### src/hw/rtl/maskirq_pkg.sv
`timescale 1ns / 1ps

package maskirq_pkg;

    // line count and derived word geometry
    localparam int NUM_LINES  = 256;
    localparam int NUM_WORDS  = (NUM_LINES + 63) / 64;
    localparam int WORD_IDX_W = (NUM_WORDS > 1) ? $clog2(NUM_WORDS) : 1;
    localparam int SEL_W      = WORD_IDX_W + 6;

    // payload widths fixed by the interface
    localparam int OPCODE_W = 3;
    localparam int LINE_W   = 8;
    localparam int WORD_W   = 2;
    localparam int MASK_W   = 64;

    // operation codes
    localparam logic [OPCODE_W-1:0] OP_MASK   = 3'd0;
    localparam logic [OPCODE_W-1:0] OP_UNMASK = 3'd1;
    localparam logic [OPCODE_W-1:0] OP_EOI    = 3'd2;
    localparam logic [OPCODE_W-1:0] OP_GET    = 3'd3;
    localparam logic [OPCODE_W-1:0] OP_LEVEL  = 3'd4;

    typedef enum logic [1:0] {
        ST_IDLE,
        ST_SCAN,
        ST_EXEC,
        ST_DELIVER
    } state_t;

    // leading zero count of a word, msb first; 0 for an empty word
    function automatic logic [5:0] lead_zeros(input logic [MASK_W-1:0] w);
        logic [5:0] n;
        logic       hit;
        n   = '0;
        hit = 1'b0;
        for (int i = 0; i < MASK_W; i++)
        begin
            if (!hit && w[MASK_W-1-i])
            begin
                n   = 6'(i);
                hit = 1'b1;
            end
        end
        return n;
    endfunction

endpackage

### src/hw/rtl/maskirq_if.sv
`timescale 1ns / 1ps

// request channel: one operation per transfer
interface maskirq_in_if;
    logic                                valid;
    logic                                ready;
    logic [maskirq_pkg::OPCODE_W-1:0]    opcode;
    logic [maskirq_pkg::LINE_W-1:0]      line_number;
    logic                                pending_level;

    modport source (output valid, opcode, line_number, pending_level, input ready);
    modport sink   (input valid, opcode, line_number, pending_level, output ready);
endinterface

// response channel: one result per transfer
interface maskirq_out_if;
    logic                                valid;
    logic                                ready;
    logic                                found;
    logic [maskirq_pkg::LINE_W-1:0]      selected_line;
    logic [maskirq_pkg::WORD_W-1:0]      word_index;
    logic [maskirq_pkg::MASK_W-1:0]      effective_mask_word;

    modport source (output valid, found, selected_line, word_index, effective_mask_word,
                    input ready);
    modport sink   (input valid, found, selected_line, word_index, effective_mask_word,
                    output ready);
endinterface

### src/hw/rtl/masked_interrupt_priority_select.sv
`timescale 1ns / 1ps

// Interrupt controller with per-line enable, armed and pending bits; line n sits
// in bit 63-(n%64) of word n/64. One request is handled at a time: mask, unmask,
// end of interrupt and level update go through an execute state and a deliver
// state before the next ready; get uses a scan state in place of execute, as a
// single 64-bit compare and priority-encode unit walks the words one per cycle
// until it finds the lowest pending, enabled and armed line. Every response
// carries enable AND armed of the word touched; a get that finds nothing reports
// all zeros. The result sits in an output register, so a stalled response does
// not lose data, but the next request is taken only after it was loaded there.
module masked_interrupt_priority_select (
    input  logic                 clk,
    input  logic                 rst_n,
    maskirq_in_if.sink           req,
    maskirq_out_if.source        rsp
);

    localparam int NW = maskirq_pkg::NUM_WORDS;
    localparam int IW = maskirq_pkg::WORD_IDX_W;
    localparam int MW = maskirq_pkg::MASK_W;

    // per-line state words
    logic [MW-1:0] enable_reg  [NW];
    logic [MW-1:0] armed_reg   [NW];
    logic [MW-1:0] pending_reg [NW];

    maskirq_pkg::state_t state_reg, state_next;
    logic [IW-1:0]       word_cnt_reg, word_cnt_next;

    // captured request
    logic [maskirq_pkg::OPCODE_W-1:0] op_reg;
    logic [maskirq_pkg::LINE_W-1:0]   line_reg;
    logic                             level_reg;

    // staged result
    logic                           res_found_reg, res_found_next;
    logic [maskirq_pkg::LINE_W-1:0] res_line_reg, res_line_next;
    logic [maskirq_pkg::WORD_W-1:0] res_word_reg, res_word_next;
    logic [MW-1:0]                  res_eff_reg, res_eff_next;

    // output register
    logic                           out_valid_reg;
    logic                           out_found_reg;
    logic [maskirq_pkg::LINE_W-1:0] out_line_reg;
    logic [maskirq_pkg::WORD_W-1:0] out_word_reg;
    logic [MW-1:0]                  out_eff_reg;

    // datapath signals
    logic [IW-1:0]   line_widx;
    logic [IW-1:0]   rd_idx;
    logic [MW-1:0]   en_w, arm_w, pend_w;
    logic [MW-1:0]   cand;
    logic [5:0]      lz;
    logic [IW+5:0]   sel_full;
    logic [MW-1:0]   sel_bit;
    logic [MW-1:0]   line_bit;
    logic            in_range;
    logic            cand_hit;
    logic            scan_last;
    logic            req_xfer;
    logic            load_out;
    logic            en_we, arm_we, pend_we;
    logic [MW-1:0]   en_wdata, arm_wdata, pend_wdata;

    assign req_xfer = req.valid && req.ready;

    // shared word read: scan counter during get, addressed word otherwise
    assign line_widx = IW'(line_reg[7:6]);
    assign rd_idx    = (state_reg == maskirq_pkg::ST_SCAN) ? word_cnt_reg : line_widx;
    assign en_w      = enable_reg[rd_idx];
    assign arm_w     = armed_reg[rd_idx];
    assign pend_w    = pending_reg[rd_idx];

    // compare and priority encode unit
    assign cand      = pend_w & en_w & arm_w;
    assign cand_hit  = (cand != '0);
    assign lz        = maskirq_pkg::lead_zeros(cand);
    assign sel_full  = {word_cnt_reg, lz};
    assign sel_bit   = {{(MW-1){1'b0}}, 1'b1} << (~lz);
    assign scan_last = (int'(word_cnt_reg) == NW - 1);

    // addressed line
    assign line_bit  = {{(MW-1){1'b0}}, 1'b1} << (~line_reg[5:0]);
    assign in_range  = (int'(line_reg) < maskirq_pkg::NUM_LINES) &&
                       (int'(line_reg[7:6]) < NW);

    // next state
    always_comb
    begin
        state_next    = state_reg;
        word_cnt_next = word_cnt_reg;
        case (state_reg)
            maskirq_pkg::ST_IDLE:
            begin
                word_cnt_next = '0;
                if (req.valid)
                begin
                    if (req.opcode == maskirq_pkg::OP_GET)
                        state_next = maskirq_pkg::ST_SCAN;
                    else
                        state_next = maskirq_pkg::ST_EXEC;
                end
            end
            maskirq_pkg::ST_SCAN:
            begin
                if (cand_hit || scan_last)
                    state_next = maskirq_pkg::ST_DELIVER;
                else
                    word_cnt_next = word_cnt_reg + 1'b1;
            end
            maskirq_pkg::ST_EXEC:
            begin
                state_next = maskirq_pkg::ST_DELIVER;
            end
            maskirq_pkg::ST_DELIVER:
            begin
                if (!out_valid_reg || rsp.ready)
                    state_next = maskirq_pkg::ST_IDLE;
            end
            default:
            begin
                state_next = maskirq_pkg::ST_IDLE;
            end
        endcase
    end

    // datapath control and result staging
    always_comb
    begin
        req.ready      = 1'b0;
        load_out       = 1'b0;
        en_we          = 1'b0;
        arm_we         = 1'b0;
        pend_we        = 1'b0;
        en_wdata       = en_w;
        arm_wdata      = arm_w;
        pend_wdata     = pend_w;
        res_found_next = res_found_reg;
        res_line_next  = res_line_reg;
        res_word_next  = res_word_reg;
        res_eff_next   = res_eff_reg;
        case (state_reg)
            maskirq_pkg::ST_IDLE:
            begin
                req.ready = 1'b1;
            end
            maskirq_pkg::ST_SCAN:
            begin
                if (cand_hit)
                begin
                    arm_we         = 1'b1;
                    arm_wdata      = arm_w & ~sel_bit;
                    res_found_next = 1'b1;
                    res_line_next  = maskirq_pkg::LINE_W'(sel_full);
                    res_word_next  = maskirq_pkg::WORD_W'(word_cnt_reg);
                    res_eff_next   = en_w & arm_w & ~sel_bit;
                end
                else if (scan_last)
                begin
                    res_found_next = 1'b0;
                    res_line_next  = '0;
                    res_word_next  = '0;
                    res_eff_next   = '0;
                end
            end
            maskirq_pkg::ST_EXEC:
            begin
                if (in_range)
                begin
                    case (op_reg)
                        maskirq_pkg::OP_MASK:
                        begin
                            en_we    = 1'b1;
                            en_wdata = en_w & ~line_bit;
                        end
                        maskirq_pkg::OP_UNMASK:
                        begin
                            en_we    = 1'b1;
                            en_wdata = en_w | line_bit;
                        end
                        maskirq_pkg::OP_EOI:
                        begin
                            arm_we    = 1'b1;
                            arm_wdata = arm_w | line_bit;
                        end
                        maskirq_pkg::OP_LEVEL:
                        begin
                            pend_we    = 1'b1;
                            pend_wdata = level_reg ? (pend_w | line_bit) : (pend_w & ~line_bit);
                        end
                        default:
                        begin
                            en_we = 1'b0;
                        end
                    endcase
                end
                res_found_next = 1'b0;
                res_line_next  = '0;
                res_word_next  = line_reg[7:6];
                res_eff_next   = in_range ? (en_wdata & arm_wdata) : '0;
            end
            maskirq_pkg::ST_DELIVER:
            begin
                load_out = !out_valid_reg || rsp.ready;
            end
            default:
            begin
                req.ready = 1'b0;
            end
        endcase
    end

    // control registers
    always_ff @(posedge clk or negedge rst_n)
    begin
        if (!rst_n)
        begin
            state_reg     <= maskirq_pkg::ST_IDLE;
            word_cnt_reg  <= '0;
            out_valid_reg <= 1'b0;
        end
        else
        begin
            state_reg    <= state_next;
            word_cnt_reg <= word_cnt_next;
            if (load_out)
                out_valid_reg <= 1'b1;
            else if (rsp.ready)
                out_valid_reg <= 1'b0;
        end
    end

    // state words, one word written per cycle
    always_ff @(posedge clk or negedge rst_n)
    begin
        if (!rst_n)
        begin
            for (int i = 0; i < NW; i++)
            begin
                enable_reg[i]  <= '0;
                armed_reg[i]   <= '1;
                pending_reg[i] <= '0;
            end
        end
        else
        begin
            if (en_we)
                enable_reg[rd_idx] <= en_wdata;
            if (arm_we)
                armed_reg[rd_idx] <= arm_wdata;
            if (pend_we)
                pending_reg[rd_idx] <= pend_wdata;
        end
    end

    // request capture, staged result and output payload
    always_ff @(posedge clk)
    begin
        if (req_xfer)
        begin
            op_reg    <= req.opcode;
            line_reg  <= req.line_number;
            level_reg <= req.pending_level;
        end
        res_found_reg <= res_found_next;
        res_line_reg  <= res_line_next;
        res_word_reg  <= res_word_next;
        res_eff_reg   <= res_eff_next;
        if (load_out)
        begin
            out_found_reg <= res_found_reg;
            out_line_reg  <= res_line_reg;
            out_word_reg  <= res_word_reg;
            out_eff_reg   <= res_eff_reg;
        end
    end

    assign rsp.valid               = out_valid_reg;
    assign rsp.found               = out_found_reg;
    assign rsp.selected_line       = out_line_reg;
    assign rsp.word_index          = out_word_reg;
    assign rsp.effective_mask_word = out_eff_reg;

endmodule

### src/flat_wrapper.sv
// flat-port wrapper written by rule: the top's interface ports become plain ports
module masked_interrupt_priority_select_flat 
  (clk, rst_n, req_valid, req_opcode, req_line_number, req_pending_level, req_ready, rsp_valid, rsp_found, rsp_selected_line, rsp_word_index, rsp_effective_mask_word, rsp_ready);
  maskirq_in_if req_i ();
  maskirq_out_if rsp_i ();
  input  logic clk;
  input  logic rst_n;
  input wire logic [$bits(req_i.valid)-1:0] req_valid;
  input wire logic [$bits(req_i.opcode)-1:0] req_opcode;
  input wire logic [$bits(req_i.line_number)-1:0] req_line_number;
  input wire logic [$bits(req_i.pending_level)-1:0] req_pending_level;
  output wire logic [$bits(req_i.ready)-1:0] req_ready;
  output wire logic [$bits(rsp_i.valid)-1:0] rsp_valid;
  output wire logic [$bits(rsp_i.found)-1:0] rsp_found;
  output wire logic [$bits(rsp_i.selected_line)-1:0] rsp_selected_line;
  output wire logic [$bits(rsp_i.word_index)-1:0] rsp_word_index;
  output wire logic [$bits(rsp_i.effective_mask_word)-1:0] rsp_effective_mask_word;
  input wire logic [$bits(rsp_i.ready)-1:0] rsp_ready;
  assign req_i.valid = req_valid;
  assign req_i.opcode = req_opcode;
  assign req_i.line_number = req_line_number;
  assign req_i.pending_level = req_pending_level;
  assign req_ready = req_i.ready;
  assign rsp_valid = rsp_i.valid;
  assign rsp_found = rsp_i.found;
  assign rsp_selected_line = rsp_i.selected_line;
  assign rsp_word_index = rsp_i.word_index;
  assign rsp_effective_mask_word = rsp_i.effective_mask_word;
  assign rsp_i.ready = rsp_ready;
  masked_interrupt_priority_select u_core (.clk(clk), .rst_n(rst_n), .req(req_i), .rsp(rsp_i));
endmodule
### config.mk
export PLATFORM = sky130hd
export DESIGN_NAME = masked_interrupt_priority_select_flat
export DESIGN_NICKNAME = d
export VERILOG_FILES = /design/src/hw/rtl/maskirq_pkg.sv /design/src/hw/rtl/maskirq_if.sv /design/src/hw/rtl/masked_interrupt_priority_select.sv /design/src/flat_wrapper.sv
export SDC_FILE = /design/constraint.sdc
export NUM_CORES = 2
export LEC_CHECK = 0
export BUFFER_PORTS_ARGS = -buffer_cell sky130_fd_sc_hd__buf_2
export CAP_MARGIN = 20
export CORE_MARGIN = 1
export CORE_UTILIZATION = 60
export CTS_CLUSTER_DIAMETER = 60
export DETAILED_ROUTE_END_ITERATION = 10
export PLACE_DENSITY_LB_ADDON = 0.15
export SLEW_MARGIN = 20
export SYNTH_ARGS = -nofsm -noshare
export SYNTH_HDL_FRONTEND = slang
export SYNTH_SLANG_ARGS = --single-unit
### constraint.sdc
create_clock -name clk -period 8.91 [get_ports clk]
set_input_delay 1.782 -clock clk [delete_from_list [all_inputs] [get_ports clk]]
set_output_delay 1.782 -clock clk [all_outputs]
set_load 0.02 [all_outputs]
; After elaboration in Yosys (flattened, before gate mapping)
; Cells that the tools add are included.
[totals]
input_bits = 16
out_inout_bits = 77
ff_bits = 935
word_cells = 382
[classes]
add_sub_neg = 1
n_mux = 181
bitwise_logic = 16
n_reduce_logical = 141
n_lt_le_gt_ge = 2
n_shift = 2
eq_ne = 13
[op_table]
columns = operator, count
row1 = 64-bit 2-to-1 mux, 17
row2 = 256-bit bitwise mux, 3
row3 = 64-bit AND, 8
row4 = 64-bit binary-select mux with 2-bit select, 3
row5 = 64-bit one-hot mux with 2 select lines, 3
row6 = 6-bit 2-to-1 mux, 62
row7 = 64-bit OR, 3
row8 = 64-bit demux with 2-bit select, 1
row9 = 64-bit NOT, 2
row10 = 1-bit by 6-bit left shift with 64-bit output (first input constant), 2
row11 = 1-bit 2-to-1 mux, 76
row12 = 1-bit logical AND, 65
row13 = 1-bit zero test, 64
row14 = 64-bit nonzero test, 1
row15 = 2-bit 2-to-1 mux, 8
row16 = 8-bit 2-to-1 mux, 2
row17 = 8-bit one-hot mux with 2 select lines, 1
row18 = 6-bit NOT, 2
row19 = 2-bit one-hot mux with 2 select lines, 2
row20 = 2-bit one-hot mux with 4 select lines, 1
row21 = 3-bit by 2-bit equality test with 1-bit output (second input constant), 2
row22 = 2-bit != test (second input constant), 3
row23 = 2-bit nonzero test, 3
row24 = 2-bit by 1-bit equality test with 1-bit output (second input constant), 2
row25 = 16 further kinds, 20

; Logic depth before layout (Yosys ltp)
[logic_depth]
ltp_word = 205
depth_mapped = 23

; Least setup slack after synthesis
; Ideal clock, no wire load.
[synth_path]
kind = register to register
start = reg u_core.state_reg[1]
end = reg u_core.res_eff_reg[0], enable pin
synth_period_minus_slack_ps = 6717
arrival_ps = 6208
setup_ps = 509
stages_incl_launch_ff = 16
required_ps = 8401
n_path_buf = 4
path_slack_ps = 2193
cell_sequence = dfrtp_1 -> inv_1 -> ha_1 -> buf_6 -> mux2i_4 -> buf_6 -> buf_4 -> buf_6 -> mux2_2 -> o2bb2a_1 -> nand4_1 -> nor2_1 -> nand2_1 -> nor3_1 -> nor3b_1 -> nor2_1
[synth_between]
elab_chain_cells = 11
elab_cells_between_ends = 19
classes_between = 3 x eq/ne / 10 x mux / 3 x bitwise / 3 x reduce/logical
[synth_rtl]
columns = element, line_no
row1 = from (decl), masked_interrupt_priority_select.sv:28  ; maskirq_pkg::state_t state_reg, state_next;
row2 = from (signal assigned), masked_interrupt_priority_select.sv:219  ; state_reg <= maskirq_pkg::ST_IDLE;
row3 = from (signal assigned), masked_interrupt_priority_select.sv:225  ; state_reg <= state_next;
row4 = 2-bit by 1-bit equality test with 1-bit output, "masked_interrupt_priority_select.sv:70, masked_interrupt_priority_select.sv:143"
row5 = 2-bit 2-to-1 mux, masked_interrupt_priority_select.sv:70  ; assign rd_idx = (state_reg == maskirq_pkg::ST_SCAN) ? word_cnt_reg : line_widx;
row6 = 2-bit NOT with 3-bit output (not written as such), "masked_interrupt_priority_select.sv:71, masked_interrupt_priority_select.sv:72, masked_interrupt_priority_select.sv:73"
row7 = 64-bit binary-select mux with 2-bit select (on tied branches), "masked_interrupt_priority_select.sv:73, masked_interrupt_priority_select.sv:71"
row8 = 64-bit 2-to-1 mux (on tied branches) (2 in series), "masked_interrupt_priority_select.sv:73, masked_interrupt_priority_select.sv:71"
row9 = 64-bit AND (2 in series), masked_interrupt_priority_select.sv:76  ; assign cand = pend_w & en_w & arm_w;
row10 = 64-bit nonzero test, masked_interrupt_priority_select.sv:77  ; assign cand_hit = (cand != '0);
row11 = 3-bit by 1-bit != test with 1-bit output (no source line), -
row12 = 2-bit AND reduction (no source line) (*), -
row13 = to (signal assigned), masked_interrupt_priority_select.sv:269  ; res_eff_reg <= res_eff_next;
row14 = to (decl), masked_interrupt_priority_select.sv:40  ; logic [MW-1:0] res_eff_reg, res_eff_next;
; Mark *: on every way between the ends. The rest lies on a longest branch, timed or not. The select of a mux whose other input is x is not followed.
; A chain may end at the register's enable or synchronous reset.

; Worst setup path after layout
[layout_path]
start = reg u_core.state_reg[1]
end = reg u_core.res_eff_reg[26] (data pin)
[layout_between]
elab_chain_cells = 204
elab_cells_between_ends = 283
classes_between = 2 x eq/ne / 1 x shift / 142 x mux / 11 x bitwise / 127 x reduce/logical
[layout_rtl]
columns = element, line_no
row1 = 2-bit by 1-bit equality test with 1-bit output, "masked_interrupt_priority_select.sv:70, masked_interrupt_priority_select.sv:143"
row2 = 2-bit 2-to-1 mux, masked_interrupt_priority_select.sv:70
row3 = 2-bit NOT with 3-bit output (not written as such), "masked_interrupt_priority_select.sv:71, masked_interrupt_priority_select.sv:72, masked_interrupt_priority_select.sv:73"
row4 = 64-bit binary-select mux with 2-bit select (on tied branches), "masked_interrupt_priority_select.sv:73, masked_interrupt_priority_select.sv:71"
row5 = 64-bit 2-to-1 mux (on tied branches) (2 in series), "masked_interrupt_priority_select.sv:73, masked_interrupt_priority_select.sv:71"
row6 = 64-bit AND (2 in series), masked_interrupt_priority_select.sv:76
row7 = 1-bit 2-to-1 mux, maskirq_pkg.sv:39  ; if (!hit && w[MASK_W-1-i])
row8 = 1-bit zero test, maskirq_pkg.sv:39
row9 = [187 not listed], -
row10 = 6-bit 2-to-1 mux, maskirq_pkg.sv:39
row11 = 6-bit NOT, masked_interrupt_priority_select.sv:80  ; assign sel_bit = {{(MW-1){1'b0}}, 1'b1} << (~lz);
row12 = 1-bit by 6-bit left shift with 64-bit output, masked_interrupt_priority_select.sv:80
row13 = 64-bit NOT, masked_interrupt_priority_select.sv:157  ; res_eff_next = en_w & arm_w & ~sel_bit;
row14 = 64-bit AND, masked_interrupt_priority_select.sv:157
row15 = 64-bit 2-to-1 mux, masked_interrupt_priority_select.sv:150  ; if (cand_hit)
row16 = 64-bit one-hot mux with 2 select lines (*), masked_interrupt_priority_select.sv:143  ; case (state_reg)
row17 = named net u_core.res_eff_next[26], masked_interrupt_priority_select.sv:40
; Mark *: on every way through the listed nets, which the timed path passes. The rest lies on a longest branch. The select of a mux whose other input is x is not followed.

==> metrics.md <==
| Metric | Value |
|---|---|
| HP Class | `flop to flop` |
| CTS Hold Bufs | `0` |
| Net Count, Synth | `between 4,000 and 5,000` |
| Arr. time, crit path | `7.84 ns` |
| Yosys cell types | `98` |
| Combinational power share | `24.1%` |
| WL per Instance | `26.4 um` |
| # IOs | `93` |
| H-tree Lvls | `3` |
| Final Hold Vio Count | `0` |
| DRC | `0` |
| Fin Clk Skew | `0.0323 ns` |
| Die Y | `between 200 and 300 um` |
| Sequential area share after synthesis | `a little over half` |
| Adder-cell share of the synthesized area | `0.161%` |
| Dpl hpwl | `between 90,000 and 100,000 um` |
| Skew-Pair Late Insertion Delay | `0.68 ns` |
| Total power per unit cell area | `243 mW/mm^2` |
| Yosys warning count | `0` |
| Final setup viols | `0` |
| Max_cap viols | `0` |
| Drt pass-1 iters | `8` |
| Seq pwr share | `between 40% and 50%` |
| Top FF cell, synth | `dfrtp_1` |
| GR Util All Layers | `38.3%` |
| Slew HR | `12.8%` |
| Post-synthesis mux area share | `13.5%` |
| Minimum clock period | `~7.5 ns` |
| Pleak | `slightly above 20 nW` |
| Post-synth EDFFs | `approximately 160` |
| GP Congestion | `about 1.0` |
| Initial Util | `between 60% and 70%` |
| Clock power share | `33.9%` |
| First-pass GRT wire length | `225,000 um` |
| R2R Setup Slk | `1.46 ns` |
| Post-synth ARST share | `82.7%` |
| Critical Path RT | `9.30 ns` |
| FILL cells | `about 6,000` |
| GRT overflow | `0` |
| Crit path kind | `flop to flop` |
| Reg clk slew, reported paths | `0.06 ns` |
| Cell-internal power | `8.22 mW` |
| Largest family of logic cells by synthesized area | `compound AO/OA/AOI/OAI gates` |
| Net Switching | `between 4 and 5 mW` |
| Synth top area share | `between 20 and 30%` |
| Fmax | `134 MHz` |
| Setup TNS | `0 ns` |
| Worst Tran Pin Value | `1.31 ns` |
| Finished Cell Area | `0.0510 sq mm` |
| TritonCTS buffer count | `~100` |
| Endpoint class of the critical path | `flop` |
| Via/cell ratio | `6.62` |
| Status | `complete, no violations` |
| CTS tree | `done` |
| Cell taking the most area after synthesis | `dfrtp_1` |
| Area growth, synth to finish | `9.40%` |
| Largest net degree at the start of global routing | `between 150 and 200` |
| Root Buffer | `clkbuf_16` |
| Initial antenna violation count | `0` |
| Mapped Cells | `4,578` |
| Initial DRC Count | `4,423` |
| Synthesized area | `0.0467 sq mm` |
| Switching Fraction | `33.8%` |
| Vias in the first global route | `36,000` |
| Main area contributors after synthesis | `dfrtp_1 28%, dfstp_2 14%, edfxtp_1 10%` |
| VDD IR max | `276 uV` |
| Full die area | `0.0789 sq mm` |
| XOR/XNOR Fraction of Synth Area | `less than 1%` |
| Core area | `0.0765 sq mm` |
| DP Area | `roughly 0.048 sq mm` |
| Vias | `37,300` |
| # port buffers | `92` |
| Post-CTS Setup Bufs | `0` |
| Fin crit share | `83.6%` |
| Post-Synth Simple-Gate Area | `15.0%` |
| Compound-Gate Fraction of Synth Area | `15.5%` |
| Util after Layout | `66.8%` |
| Longest Clk Path Bufs | `3` |
| Avg Inst Size Synth | `10.2 sq um` |
| Layout cell share with drive strength beyond 1 | `18.6%` |
| Worst-path maximum fanout | `76` |
| Nets@finish | `4,534` |
| Post-cts resize count | `0` |
| Antenna Nets Post-Route | `0` |
| Site Rows | `101` |
| Clock Sinks | `roughly 940` |
| Pins over their slew limit | `0` |
| Worst Setup Start Kind | `flop` |
| Final wirelength | `149,000 um` |
| RSZ-0062 raised after global routing | `no` |
| Post-synthesis register bit count | `about 940` |
| Die width | `281 um` |
-- Yosys cell counts (26+ instances only) --
library cell,n
nand2_1,1160
o21ai_0,800
dfrtp_1,517
dfstp_2,256
clkbuf_1,234
nor2_1,206
mux4_2,186
mux2i_1,181
edfxtp_1,162
a21oi_1,105
a22oi_1,100
nand3_1,80
and2_1,51
buf_2,28
a31oi_1,26
-- worst paths after layout --
| kind | from | end | cells past startpoint |
|---|---|---|---|
| max | u_core.state_reg[1]$_DFFE_PN0P_ | u_core.res_eff_reg[26]$_DFFE_PP_ | 17 |
| min | u_core.res_line_reg[4]$_SDFFCE_PP0P_ | u_core.rsp.selected_line[4]$_DFFE_PP_ | 0 |
| max reg2reg | u_core.state_reg[1]$_DFFE_PN0P_ | u_core.res_eff_reg[26]$_DFFE_PP_ | 17 |
| min reg2reg | u_core.res_line_reg[4]$_SDFFCE_PP0P_ | u_core.rsp.selected_line[4]$_DFFE_PP_ | 0 |
| max in group asynchronous | rst_n | u_core.armed_reg[123]$_DFFE_PN1P_ | 3 |
| min in group asynchronous | rst_n | u_core.pending_reg[0]$_DFFE_PN0P_ | 1 |
-- worst max-delay path: stages, from the launching register on --
cell      delay (ns)
dfrtp_1         0.42
inv_1           0.13
ha_2            0.46
buf_4           0.39
mux2_8          0.65
buf_4           0.45
buf_4           0.42
mux4_2          0.41
nand3_1         0.29
nand4_1         0.19
nand4b_1        0.24
or3_4           0.44
nor4_1          0.60
o32ai_1         0.19
a21oi_2         0.79
inv_2           0.21
a21oi_1         0.56
o22ai_1         0.13
-- logic make-up after synthesis --
| family | Yosys count |
|---|---|
| and+or+nand+nor | 1659 |
| adders and majority gates | 6 |
| muxes | 393 |
| xor gates and xnor gates | 1 |
| AOI/OAI and AO/OA | 1241 |
| DFF | 935 |
| buffers and inverters | 343 |
-- power by group through the flow --
stage | combinational (mW) | clock (mW) | sequential [mW]
final | 2.99 | 4.21 | 5.22
after detailed placement | 2.90 | 0 | 5.28
after global routing | 3.10 | 4.40 | 5.25
after CTS | 2.91 | 4.23 | 5.21
after floorplan | 1.71 | 0 | 5.34
after global placement | 2.87 | 0 | 5.27
-- cell usage in the layout (no fill, tap or decap), types with 18 or more instances in the layout --
master        n
clkbuf_16   106
a21oi_1     104
dfrtp_1     517
nor3_1       20
mux2i_1     180
o31ai_1      21
clkinv_2     22
mux4_2      186
buf_4        55
a2bb2oi_1    24
dfstp_2     256
edfxtp_1    162
nand3_1      80
o21ai_0     799
nand2_1    1148
clkbuf_1     24
and3_1       23
nor2_1      200
buf_2        91
a31oi_1      26
a22oi_1     100
o22ai_1      18
and2_1       48
mux2_2       24
-- metrics by stage --
stage | worst slack [ns] | hold WS, ns | instances | power, mW
after global routing | 1.26 | 0.420 | 5629 | 12.8
after global placement | 1.93 | 0.401 | 5437 | 8.14
after detailed placement | 1.78 | 0.405 | 5438 | 8.18
final | 1.46 | 0.416 | 5630 | 12.4
after floorplan | 2.19 | 0.400 | 4578 | 7.05
after CTS | 1.76 | 0.417 | 5628 | 12.4
-- layer usage --
layer	GRT usage (%)	routed length, um	part of all wire, %
met1	52.8	59200	40
met2	56.3	64700	43
met3	11.6	18000	12
met4	16.7	6900	4.6
met5	0	0	0
-- final cells by class --
type / instances / area (sq um) / area share (%)
timing repair buffer: 154 / 1020 / 2.00
multi-input combinational: 3300 / 20800 / 40.8
inverter: 20 / 75.1 / 0.147
clock buffer: 141 / 2890 / 5.67
sequential: 935 / 24500 / 48.1
clock inverter: 49 / 427 / 0.836
tap: 1030 / 1290 / 2.52
antenna: 1 / 2.50 / 0.00490
No activity file was read; power rests on OpenSTA's default activity.
